--- src/rtl/three_axis_moving_average_assert.svh ---
// Assertion macros for the three-axis moving average block.
`ifndef THREE_AXIS_MOVING_AVERAGE_ASSERT_SVH
`define THREE_AXIS_MOVING_AVERAGE_ASSERT_SVH

`ifndef ASSERT_OFF

// Same-cycle implication, disabled during reset
`define TAM_ASSERT_IMP(lbl, clk, rst_n, ante, cons) \
  lbl: assert property (@(posedge clk) disable iff (!rst_n) (ante) |-> (cons)) \
    else $error("assertion failed: same-cycle implication");

// Next-cycle implication, disabled during reset
`define TAM_ASSERT_NXT(lbl, clk, rst_n, ante, cons) \
  lbl: assert property (@(posedge clk) disable iff (!rst_n) (ante) |=> (cons)) \
    else $error("assertion failed: next-cycle implication");

`else

`define TAM_ASSERT_IMP(lbl, clk, rst_n, ante, cons)
`define TAM_ASSERT_NXT(lbl, clk, rst_n, ante, cons)

`endif

`endif

--- src/rtl/tam_pkg.sv ---
// Shared types and constants for the three-axis moving average block.
package tam_pkg;

  localparam int DATA_W     = 16;
  localparam int WINDOW_DEF = 15;

  typedef logic signed [DATA_W-1:0] sample_t;

  // Input beat: one sample per axis
  typedef struct packed {
    sample_t accel_x;
    sample_t accel_y;
    sample_t accel_z;
  } accel_t;

  // Output beat: one window mean per axis
  typedef struct packed {
    sample_t mean_x;
    sample_t mean_y;
    sample_t mean_z;
  } mean_t;

endpackage

--- src/rtl/tam_ring.sv ---
// Sample ring memory: one read and one write port, valid bits, write-to-read forwarding.
module tam_ring #(
  parameter int DEPTH  = tam_pkg::WINDOW_DEF,
  parameter int ADDR_W = 4
) (
  input  logic               clk,
  input  logic               rst_n,
  input  logic               rd_en,
  input  logic [ADDR_W-1:0]  rd_addr,
  input  logic               wr_en,
  input  logic [ADDR_W-1:0]  wr_addr,
  input  tam_pkg::accel_t    wr_data,
  output tam_pkg::accel_t    rd_data
);
  import tam_pkg::*;

  accel_t              mem [DEPTH];
  logic [DEPTH-1:0]    vld_r;
  accel_t              raw_r;
  accel_t              fwd_r;
  logic                fwd_sel_r;
  logic                ok_r;

  // Storage write
  always_ff @(posedge clk) begin
    if (wr_en) begin
      mem[wr_addr] <= wr_data;
    end
  end

  // Storage read, registered
  always_ff @(posedge clk) begin
    if (rd_en) begin
      raw_r <= mem[rd_addr];
      fwd_r <= wr_data;
    end
  end

  // Entry valid bits: an unwritten entry reads as zero
  always_ff @(posedge clk) begin
    if (!rst_n) begin
      vld_r     <= '0;
      ok_r      <= 1'b0;
      fwd_sel_r <= 1'b0;
    end else begin
      if (wr_en) begin
        vld_r[wr_addr] <= 1'b1;
      end
      if (rd_en) begin
        ok_r      <= vld_r[rd_addr];
        fwd_sel_r <= wr_en && (wr_addr == rd_addr);
      end
    end
  end

  // Read data: forwarded write, stored entry, or reset value
  always_comb begin
    if (fwd_sel_r) begin
      rd_data = fwd_r;
    end else if (ok_r) begin
      rd_data = raw_r;
    end else begin
      rd_data = '0;
    end
  end

endmodule

--- src/rtl/tam_div.sv ---
// Two-stage divide of a signed running total by the window length, truncated toward zero.
module tam_div #(
  parameter int WINDOW = tam_pkg::WINDOW_DEF,
  parameter int SUM_W  = 20
) (
  input  logic                    clk,
  input  logic                    en,
  input  logic signed [SUM_W-1:0] sum,
  output tam_pkg::sample_t        mean
);
  import tam_pkg::*;

  // Reciprocal floor(2^SUM_W / WINDOW); quotient estimate is exact or one low
  localparam logic [SUM_W:0] RECIP = (SUM_W+1)'((64'd1 << SUM_W) / WINDOW);
  localparam logic [SUM_W-1:0] WIN = SUM_W'(WINDOW);

  logic [SUM_W-1:0]   mag;
  logic [2*SUM_W:0]   prod;
  logic [SUM_W-1:0]   q0_r;
  logic [SUM_W-1:0]   mag_r;
  logic               neg_r;
  logic [SUM_W-1:0]   rem;
  logic [SUM_W-1:0]   q_fix;
  logic [SUM_W-1:0]   q_sgn;
  sample_t            mean_r;

  // Stage A: magnitude times reciprocal
  always_comb begin
    mag  = sum[SUM_W-1] ? SUM_W'(-sum) : SUM_W'(sum);
    prod = (2*SUM_W+1)'(mag) * (2*SUM_W+1)'(RECIP);
  end

  always_ff @(posedge clk) begin
    if (en) begin
      q0_r  <= prod[2*SUM_W-1:SUM_W];
      mag_r <= mag;
      neg_r <= sum[SUM_W-1];
    end
  end

  // Stage B: remainder correction, then restore the sign
  always_comb begin
    rem   = mag_r - SUM_W'(q0_r * WIN);
    q_fix = (rem >= WIN) ? q0_r + SUM_W'(1) : q0_r;
    q_sgn = neg_r ? SUM_W'(-q_fix) : q_fix;
  end

  always_ff @(posedge clk) begin
    if (en) begin
      mean_r <= q_sgn[DATA_W-1:0];
    end
  end

  assign mean = mean_r;

endmodule

--- src/rtl/three_axis_moving_average.sv ---
// Top level of the three-axis moving average filter.
// Per-axis moving average over the last WINDOW samples, with a running total in a
// ring memory. Takes one beat per clock while the output is not stalled, and passes
// each result through the read of the ring, the total update, then two divide stages,
// the second of which is the output register. The sustained rate of one beat per
// cycle is set by the single-port-pair ring memory: each cycle reads the next slot
// while the previous beat writes its slot, with forwarding when both hit the same
// entry. A stall on the output holds the whole pipeline and shows up as in_stall.
// The rings start at zero, so the first WINDOW-1 results average in zeros. Means
// truncate toward zero.
`include "three_axis_moving_average_assert.svh"

module three_axis_moving_average #(
  parameter int WINDOW = tam_pkg::WINDOW_DEF
) (
  input  logic             clk,
  input  logic             rst_n,
  input  logic             in_valid,
  output logic             in_stall,
  input  tam_pkg::accel_t  in_data,
  output logic             out_valid,
  input  logic             out_stall,
  output tam_pkg::mean_t   out_data
);
  import tam_pkg::*;

  localparam int SLOT_W = (WINDOW > 1) ? $clog2(WINDOW) : 1;
  localparam int SUM_W  = DATA_W + $clog2(WINDOW);
  localparam logic [SLOT_W-1:0] SLOT_LAST = SLOT_W'(WINDOW - 1);

  logic                     adv;
  logic                     in_acc;
  logic [SLOT_W-1:0]        slot_r;
  logic [SLOT_W-1:0]        slot_nxt;

  logic                     s1_vld_r;
  accel_t                   s1_smp_r;
  logic [SLOT_W-1:0]        s1_slot_r;
  accel_t                   old_smp;
  logic                     wr_en;

  logic signed [SUM_W-1:0]  sum_x_r, sum_y_r, sum_z_r;
  logic signed [SUM_W-1:0]  sum_x_nxt, sum_y_nxt, sum_z_nxt;
  logic signed [SUM_W-1:0]  s2_x_r, s2_y_r, s2_z_r;
  logic                     s2_vld_r;
  logic                     s3_vld_r;
  logic                     out_valid_r;

  // Pipeline moves when the output register is free or being taken
  assign adv      = !out_valid_r || !out_stall;
  assign in_stall = !adv;
  assign in_acc   = in_valid && adv;

  // Ring slot pointer
  assign slot_nxt = (slot_r == SLOT_LAST) ? '0 : slot_r + SLOT_W'(1);

  always_ff @(posedge clk) begin
    if (!rst_n) begin
      slot_r <= '0;
    end else if (in_acc) begin
      slot_r <= slot_nxt;
    end
  end

  // Stage 1 payload: sample and its slot, while the ring reads the old sample
  always_ff @(posedge clk) begin
    if (adv) begin
      s1_smp_r  <= in_data;
      s1_slot_r <= slot_r;
    end
  end

  assign wr_en = adv && s1_vld_r;

  tam_ring #(
    .DEPTH  (WINDOW),
    .ADDR_W (SLOT_W)
  ) u_ring (
    .clk     (clk),
    .rst_n   (rst_n),
    .rd_en   (adv),
    .rd_addr (slot_r),
    .wr_en   (wr_en),
    .wr_addr (s1_slot_r),
    .wr_data (s1_smp_r),
    .rd_data (old_smp)
  );

  // Running totals: drop the oldest sample, add the new one
  always_comb begin
    sum_x_nxt = sum_x_r - SUM_W'(old_smp.accel_x) + SUM_W'(s1_smp_r.accel_x);
    sum_y_nxt = sum_y_r - SUM_W'(old_smp.accel_y) + SUM_W'(s1_smp_r.accel_y);
    sum_z_nxt = sum_z_r - SUM_W'(old_smp.accel_z) + SUM_W'(s1_smp_r.accel_z);
  end

  always_ff @(posedge clk) begin
    if (!rst_n) begin
      sum_x_r <= '0;
      sum_y_r <= '0;
      sum_z_r <= '0;
    end else if (wr_en) begin
      sum_x_r <= sum_x_nxt;
      sum_y_r <= sum_y_nxt;
      sum_z_r <= sum_z_nxt;
    end
  end

  // Stage 2 payload: totals handed to the dividers
  always_ff @(posedge clk) begin
    if (adv) begin
      s2_x_r <= sum_x_nxt;
      s2_y_r <= sum_y_nxt;
      s2_z_r <= sum_z_nxt;
    end
  end

  // Beat valid through the pipeline
  always_ff @(posedge clk) begin
    if (!rst_n) begin
      s1_vld_r    <= 1'b0;
      s2_vld_r    <= 1'b0;
      s3_vld_r    <= 1'b0;
      out_valid_r <= 1'b0;
    end else if (adv) begin
      s1_vld_r    <= in_acc;
      s2_vld_r    <= s1_vld_r;
      s3_vld_r    <= s2_vld_r;
      out_valid_r <= s3_vld_r;
    end
  end

  // Divide by window length, one unit per axis
  tam_div #(.WINDOW(WINDOW), .SUM_W(SUM_W)) u_div_x (
    .clk (clk), .en (adv), .sum (s2_x_r), .mean (out_data.mean_x)
  );
  tam_div #(.WINDOW(WINDOW), .SUM_W(SUM_W)) u_div_y (
    .clk (clk), .en (adv), .sum (s2_y_r), .mean (out_data.mean_y)
  );
  tam_div #(.WINDOW(WINDOW), .SUM_W(SUM_W)) u_div_z (
    .clk (clk), .en (adv), .sum (s2_z_r), .mean (out_data.mean_z)
  );

  assign out_valid = out_valid_r;

  // Checks
  `TAM_ASSERT_IMP(a_slot_range, clk, rst_n, 1'b1, slot_r <= SLOT_LAST)
  `TAM_ASSERT_NXT(a_slot_step, clk, rst_n, in_acc && (slot_r != SLOT_LAST), slot_r == $past(slot_r) + SLOT_W'(1))
  `TAM_ASSERT_NXT(a_out_follows, clk, rst_n, adv && s3_vld_r, out_valid_r)
  `TAM_ASSERT_NXT(a_hold_pipe, clk, rst_n, !adv, $stable(s1_vld_r) && $stable(slot_r) && $stable(sum_x_r))

endmodule

--- config.mk ---
export PLATFORM = sky130hd
export DESIGN_NAME = three_axis_moving_average
export DESIGN_NICKNAME = d
export VERILOG_FILES = /design/src/rtl/tam_pkg.sv /design/src/rtl/tam_ring.sv /design/src/rtl/tam_div.sv /design/src/rtl/three_axis_moving_average.sv
export VERILOG_INCLUDE_DIRS = /design/src /design/src/rtl
export SDC_FILE = /design/constraint.sdc
export NUM_CORES = 2
export LEC_CHECK = 0
export ABC_AREA = 1
export BUFFER_PORTS_ARGS = -buffer_cell sky130_fd_sc_hd__buf_2
export CORE_ASPECT_RATIO = 0.6
export CORE_UTILIZATION = 25
export DETAILED_ROUTE_END_ITERATION = 10
export SYNTH_ARGS = -nofsm -noshare
export SYNTH_HDL_FRONTEND = slang
export SYNTH_SLANG_ARGS = --single-unit
export TNS_END_PERCENT = 50
--- constraint.sdc ---
create_clock -name clk -period 12.3 [get_ports clk]
set_input_delay 0.615 -clock clk [delete_from_list [all_inputs] [get_ports clk]]
set_output_delay 0.615 -clock clk [all_outputs]
set_load 0.02 [all_outputs]
### Word-level counts from Yosys, hierarchy flattened

Memory sizes are Yosys's and may differ from the RTL's. A register that Yosys moved wholly into a read port is not among the register bits.
Cells that the tools add are included.

* flip-flop bits (word level): 407
* bits in writable memories: 720
* input bits: 52
* output and inout bits: 50
* logic and storage cells: 94
* memories: 1

* add/subtract/negate cells: 19
* multiply operators: 6
* order comparisons: 6
* eq/ne operators: 2
* multiplexer cells: 18
* bitwise logic cells: 1
* reduce and logical (&&, ||, !) cells: 8

Memory list
* u_ring.mem: words 15, bits a word 48, read ports 1, clocked after memory_dff 1, wr ports 1, RTL line tam_ring.sv:17 `accel_t mem [DEPTH];`

Operators with widths (count)
* $mul 20x17->37 const B: 3
* $mux 16: 6
* $mux 48: 2
* $add 20x16->20: 3
* $ge 20x4->1 const B: 3
* $mul 17x4->20 const B: 3
* $mux 20: 3
* $neg 20->20: 3
* $sub 20x16->20: 3
* $sub 20x20->20: 3
* $add 16x1->16 const B: 3
* $neg 16->16: 3
* $or 15x15->15: 1
* $lt 4x5->1 const B: 2
* $add 4x1->4 const B: 1
* $bmux 1 s4: 1
* $demux 1 s4: 1
* $eq 4x4->1: 1
* $eq 4x4->1 const B: 1
* $ge 4x1->1 const B: 1
* $logic_and 1x1->1: 4
* $mux 1: 4
* $mux 4: 1
* $logic_not 1->1: 3
* $logic_or 1x1->1: 1

### Logic depth before layout (Yosys ltp)

* depth in word-level cells: 6
* gate-level depth with buffers: 34
* mapped depth without buffers: 33

### Hierarchy

Synthesis repeated with hierarchy kept, for this count alone.

* cell total of the unflattened synthesis: 7463
* area, all modules: 71383.5 sq um

Modules (own cells, without submodules)
* tam_ring: instances 1, cells an instance 2535, area an instance 32668.8 sq um, seq. area each 24843.8 sq um
* three_axis_moving_average: instances 1, cells an instance 1419, area an instance 11594.9 sq um, seq. area each 4724.5 sq um
* tam_div (u_div_z): instances 1, cells an instance 1178, area an instance 9063.7 sq um, seq. area each 1621.6 sq um
* tam_div (u_div_x): instances 1, cells an instance 1168, area an instance 9052.4 sq um, seq. area each 1621.6 sq um
* tam_div (u_div_y): instances 1, cells an instance 1163, area an instance 9003.6 sq um, seq. area each 1621.6 sq um

### Worst setup path after synthesis

OpenSTA, ideal clock, no wires.

* path kind: input -> register
* start point: input out_stall
* end point: memory u_ring.mem[0][0] (netlist name), enable pin
* arrival: 12989 ps
* required time: 11845 ps
* path slack: -1144 ps
* stages on the path: 6
* path through: nand2_1 > nand2_1 > inv_1 > clkbuf_1 > nand2_1 > nor2_1

* cells in the longest elaborated chain, start to end: 5

RTL lines
* start, declared: RTL line three_axis_moving_average.sv:22 `input logic out_stall,`
* $logic_not 1->1: RTL line three_axis_moving_average.sv:50 `assign adv = !out_valid_r || !out_stall;`
* $logic_or 1x1->1: RTL line three_axis_moving_average.sv:50
* $logic_and 1x1->1: RTL line three_axis_moving_average.sv:73 `assign wr_en = adv && s1_vld_r;`
* $mux 1: RTL line tam_ring.sv:26 `if (wr_en) begin`
* $mux 1 (implied by the code): RTL line tam_ring.sv:27 `mem[wr_addr] <= wr_data;`
* end, declared: RTL line tam_ring.sv:17

Every way passes these cells.

### Final worst setup path

* start point: register s2_z_r[0]
* end point: register u_div_z.q0_r[11] (data pin)

* cells in the longest elaborated chain, start to end: 3

RTL lines
* start, declared: RTL line three_axis_moving_average.sv:44 `logic signed [SUM_W-1:0] s2_x_r, s2_y_r, s2_z_r;`
* start signal, assigned: RTL line three_axis_moving_average.sv:113 `s2_z_r <= sum_z_nxt;`
* $neg 20->20: RTL line tam_div.sv:29 `mag = sum[SUM_W-1] ? SUM_W'(-sum) : SUM_W'(sum);`
* $mux 20: RTL line tam_div.sv:29
* via u_div_z.mag[14]: RTL line tam_div.sv:17 `logic [SUM_W-1:0] mag;`
* $mul 20x17->37: RTL line tam_div.sv:30 `prod = (2*SUM_W+1)'(mag) * (2*SUM_W+1)'(RECIP);`
* via u_div_z.prod[31]: RTL line tam_div.sv:18 `logic [2*SUM_W:0] prod;`
* end signal, assigned: RTL line tam_div.sv:35 `q0_r <= prod[2*SUM_W-1:SUM_W];`
* end, declared: RTL line tam_div.sv:19 `logic [SUM_W-1:0] q0_r;`

The timed path passes the listed nets, and every way through them passes these cells.
A chain may end at the register's enable or synchronous reset.

==> out/qor.csv <==
metric,value,unit
hold_path.class,in -> reg,
final_max_slew_viol_count,0,
synth_cell_types,59,
rows,148,
core_area,271800,um^2
ys_seq_elements,1175,
ioPinCount,102,
finClkSkew,0.06746,ns
hold-worst-slack,0.04812,ns
grt_pass1_wl,284700,um
syn_area_per_cell,10.36,um^2
finalWorstSetupSlack,5.632,ns
fp.dieW,677.8,um
avgRoutedWirePerCell,17.86,um
final_area,77070,um^2
setup_viol,0,
io_buffers,101,
grt_pass1_vias,46397,
outcome,"complete, no violations",
dp_hpwl,127400,um
ant_nets,0,
yosysWarningCount,0,
post_cts_buffers,0,
cts_tree,done,
rsz0062_at_grt,false,
cts-buffers-inserted,105,
place_area,73400,um^2
worstSetupPathType,reg -> reg,
wl,185700,um
clk_latency,0.76,ns
period_share,54.21,%
gp_congestion,0.8664,
worst_slew_pin_slew,1.262,ns
ctsHtreeMaxLevel,3,
post-route-drc-count,0,
yosysSeqAreaShare,50.26,%
drt_pass1_iterations,6,
drive_gt1_share,7.105,%
critPathLaunchType,register,
cts_root_buffer,clkbuf_16,
fin_setup_tns,0,ns
drt-vias-per-instance,4.613,
relSlewSlack,15.18,%
ctsLongestPathBuffers,3,
ys.flop_type,edfxtp_1,
dp_slack,5.908,ns
die_h,407.5,um
setup.worst_path.end_class,register,
start_util,25.20,%
grt_max_degree,155,
async_flop_share,0,%
synth_area,68510,um^2
cp_max_fo,5,
final-hold-violation-count,0,
drt_first_iter_violations,4733,
maxCapViolCount,0,
max_freq,0.1500,GHz
layout_commonest_cell,inv_1,
syn_nets,7446,
syn_to_final_growth,12.49,%
dieArea,276200,um^2
fin_crit,6.668,ns
critPathArrivalTime,7.15,ns
syn_inst,6611,
required,12.78,ns
nets,7543,
grtUsageTotal,13.17,%
cts_sinks,1175,
synth_edf_count,1090,
final_cell_mix,"1101 x inv_1, 1090 x edfxtp_1, 1017 x nand2_1",
vias,47974,
antenna_found_initial,23,
clk_pin_slew,0.07,ns
overflow,0,
what timing repair did:
item | CTS | global route
hold buffers | 10 | 0
endpoints found under the hold margin | 10 | 0
resized for setup | 0 | 0
path summary, 6_finish.rpt:
check | slack [ns] | to | start | cells after the start
worst min register to register | 0.45 | s3_vld_r$_SDFFE_PN0N_ | s3_vld_r$_SDFFE_PN0N_ | 2
worst max register to register | 5.63 | u_div_z.q0_r[11]$_DFFE_PN_ | s2_z_r[0]$_DFFE_PN_ | 24
worst max-delay path | 5.63 | u_div_z.q0_r[11]$_DFFE_PN_ | s2_z_r[0]$_DFFE_PN_ | 24
worst min-delay path | 0.05 | s1_smp_r[10]$_DFFE_PN_ | in_data[10] | 1
cell families (layout without fill, tap and decap cells):
group                    count (synthesis)  after routing  share of synthesized area (%)
AND/OR/NAND/NOR                       2042           2042                          12.74
buffers and inverters                 1302           1489                          7.199
flip-flops                            1175           1175                          50.26
AO/OA/AOI/OAI                         1055           1055                          9.325
adder cells (fa/ha/maj)                783            783                          17.23
XOR/XNOR                               254            254                          3.247
other                                    0              2                              0
Yosys cell counts, types with 45 or more instances:
library cell / number / area share (%)
xor2_1: 187 / 2.4
nand4_1: 84 / 0.77
a221oi_1: 77 / 0.98
inv_1: 1106 / 6.1
dfxtp_1: 85 / 2.5
ha_1: 516 / 9.4
fa_1: 267 / 7.8
nand3_1: 228 / 1.7
a22o_1: 45 / 0.58
nor2_1: 522 / 2.9
nor3_1: 48 / 0.35
o21ai_0: 400 / 2.9
nand2_1: 1020 / 5.6
clkbuf_1: 149 / 0.82
a22oi_1: 75 / 0.82
a21oi_1: 305 / 2.2
edfxtp_1: 1090 / 48
xnor2_1: 67 / 0.86
stage by stage:
step,instances,util (%)
after global routing,10398,28.35
after detailed placement,10191,27.00
final,10400,28.35
after CTS,10398,28.35
after floorplan,6611,-
after global placement,10191,27.00
cell type report:
class / instances / area [um^2]
Fill cell: 28031 / 194800
Sequential cell: 1175 / 34440
Multi-Input combinational cell: 4134 / 29280
Tap cell: 3600 / 4504
Inverter: 1125 / 4237
Clock buffer: 140 / 2880
Timing Repair Buffer: 167 / 1039
Clock inverter: 57 / 680.7
Antenna cell: 2 / 5.005
routing by layer:
metal  share of wire, %  vias to the layer above  GRT usage (%)
met4                1.6                        0          2.266
met1                 50                    23438          21.07
li1                   -                    22511              -
met2                 40                     1799          18.45
met3                8.1                      226          2.185
met5                  0                        -              0
flip-flops by register name, indices dropped and copies added (netlist names), 15 cells and up:
signal         count
sum_y_r           20
u_div_y.mean      16
u_div_y.q0_r      17
u_div_z.mean      16
u_div_x.q0_r      17
u_ring.mem       720
u_div_y.mag_r     20
u_div_z.mag_r     20
u_div_x.mean      16
s2_y_r            20
s2_z_r            20
u_ring.raw_r      48
s1_smp_r          48
u_div_x.mag_r     20
s2_x_r            20
u_ring.vld_r      15
u_div_z.q0_r      17
sum_x_r           20
sum_z_r           20
u_ring.fwd_r      48
critical path, cell delays in order (launching register included):
cell      delay, ns
edfxtp_1       0.44
inv_1          0.14
ha_1           0.15
inv_1          0.05
nor3_1         0.20
nand2_1        0.10
nor2_1         0.11
inv_1          0.06
nor4_1         0.37
nor2_1         0.13
a21oi_1        0.27
xnor2_1        0.43
inv_1          0.27
fa_1           0.59
inv_1          0.05
fa_1           0.38
ha_1           0.31
ha_1           0.27
ha_1           0.38
nand2_1        0.13
nor4_1         0.59
nand3_1        0.20
nand3_1        0.26
a21o_1         0.24
xor2_1         0.33
Power is not shown: default switching activity piles up to over one toggle a cycle in this logic, so the estimate is an artifact.
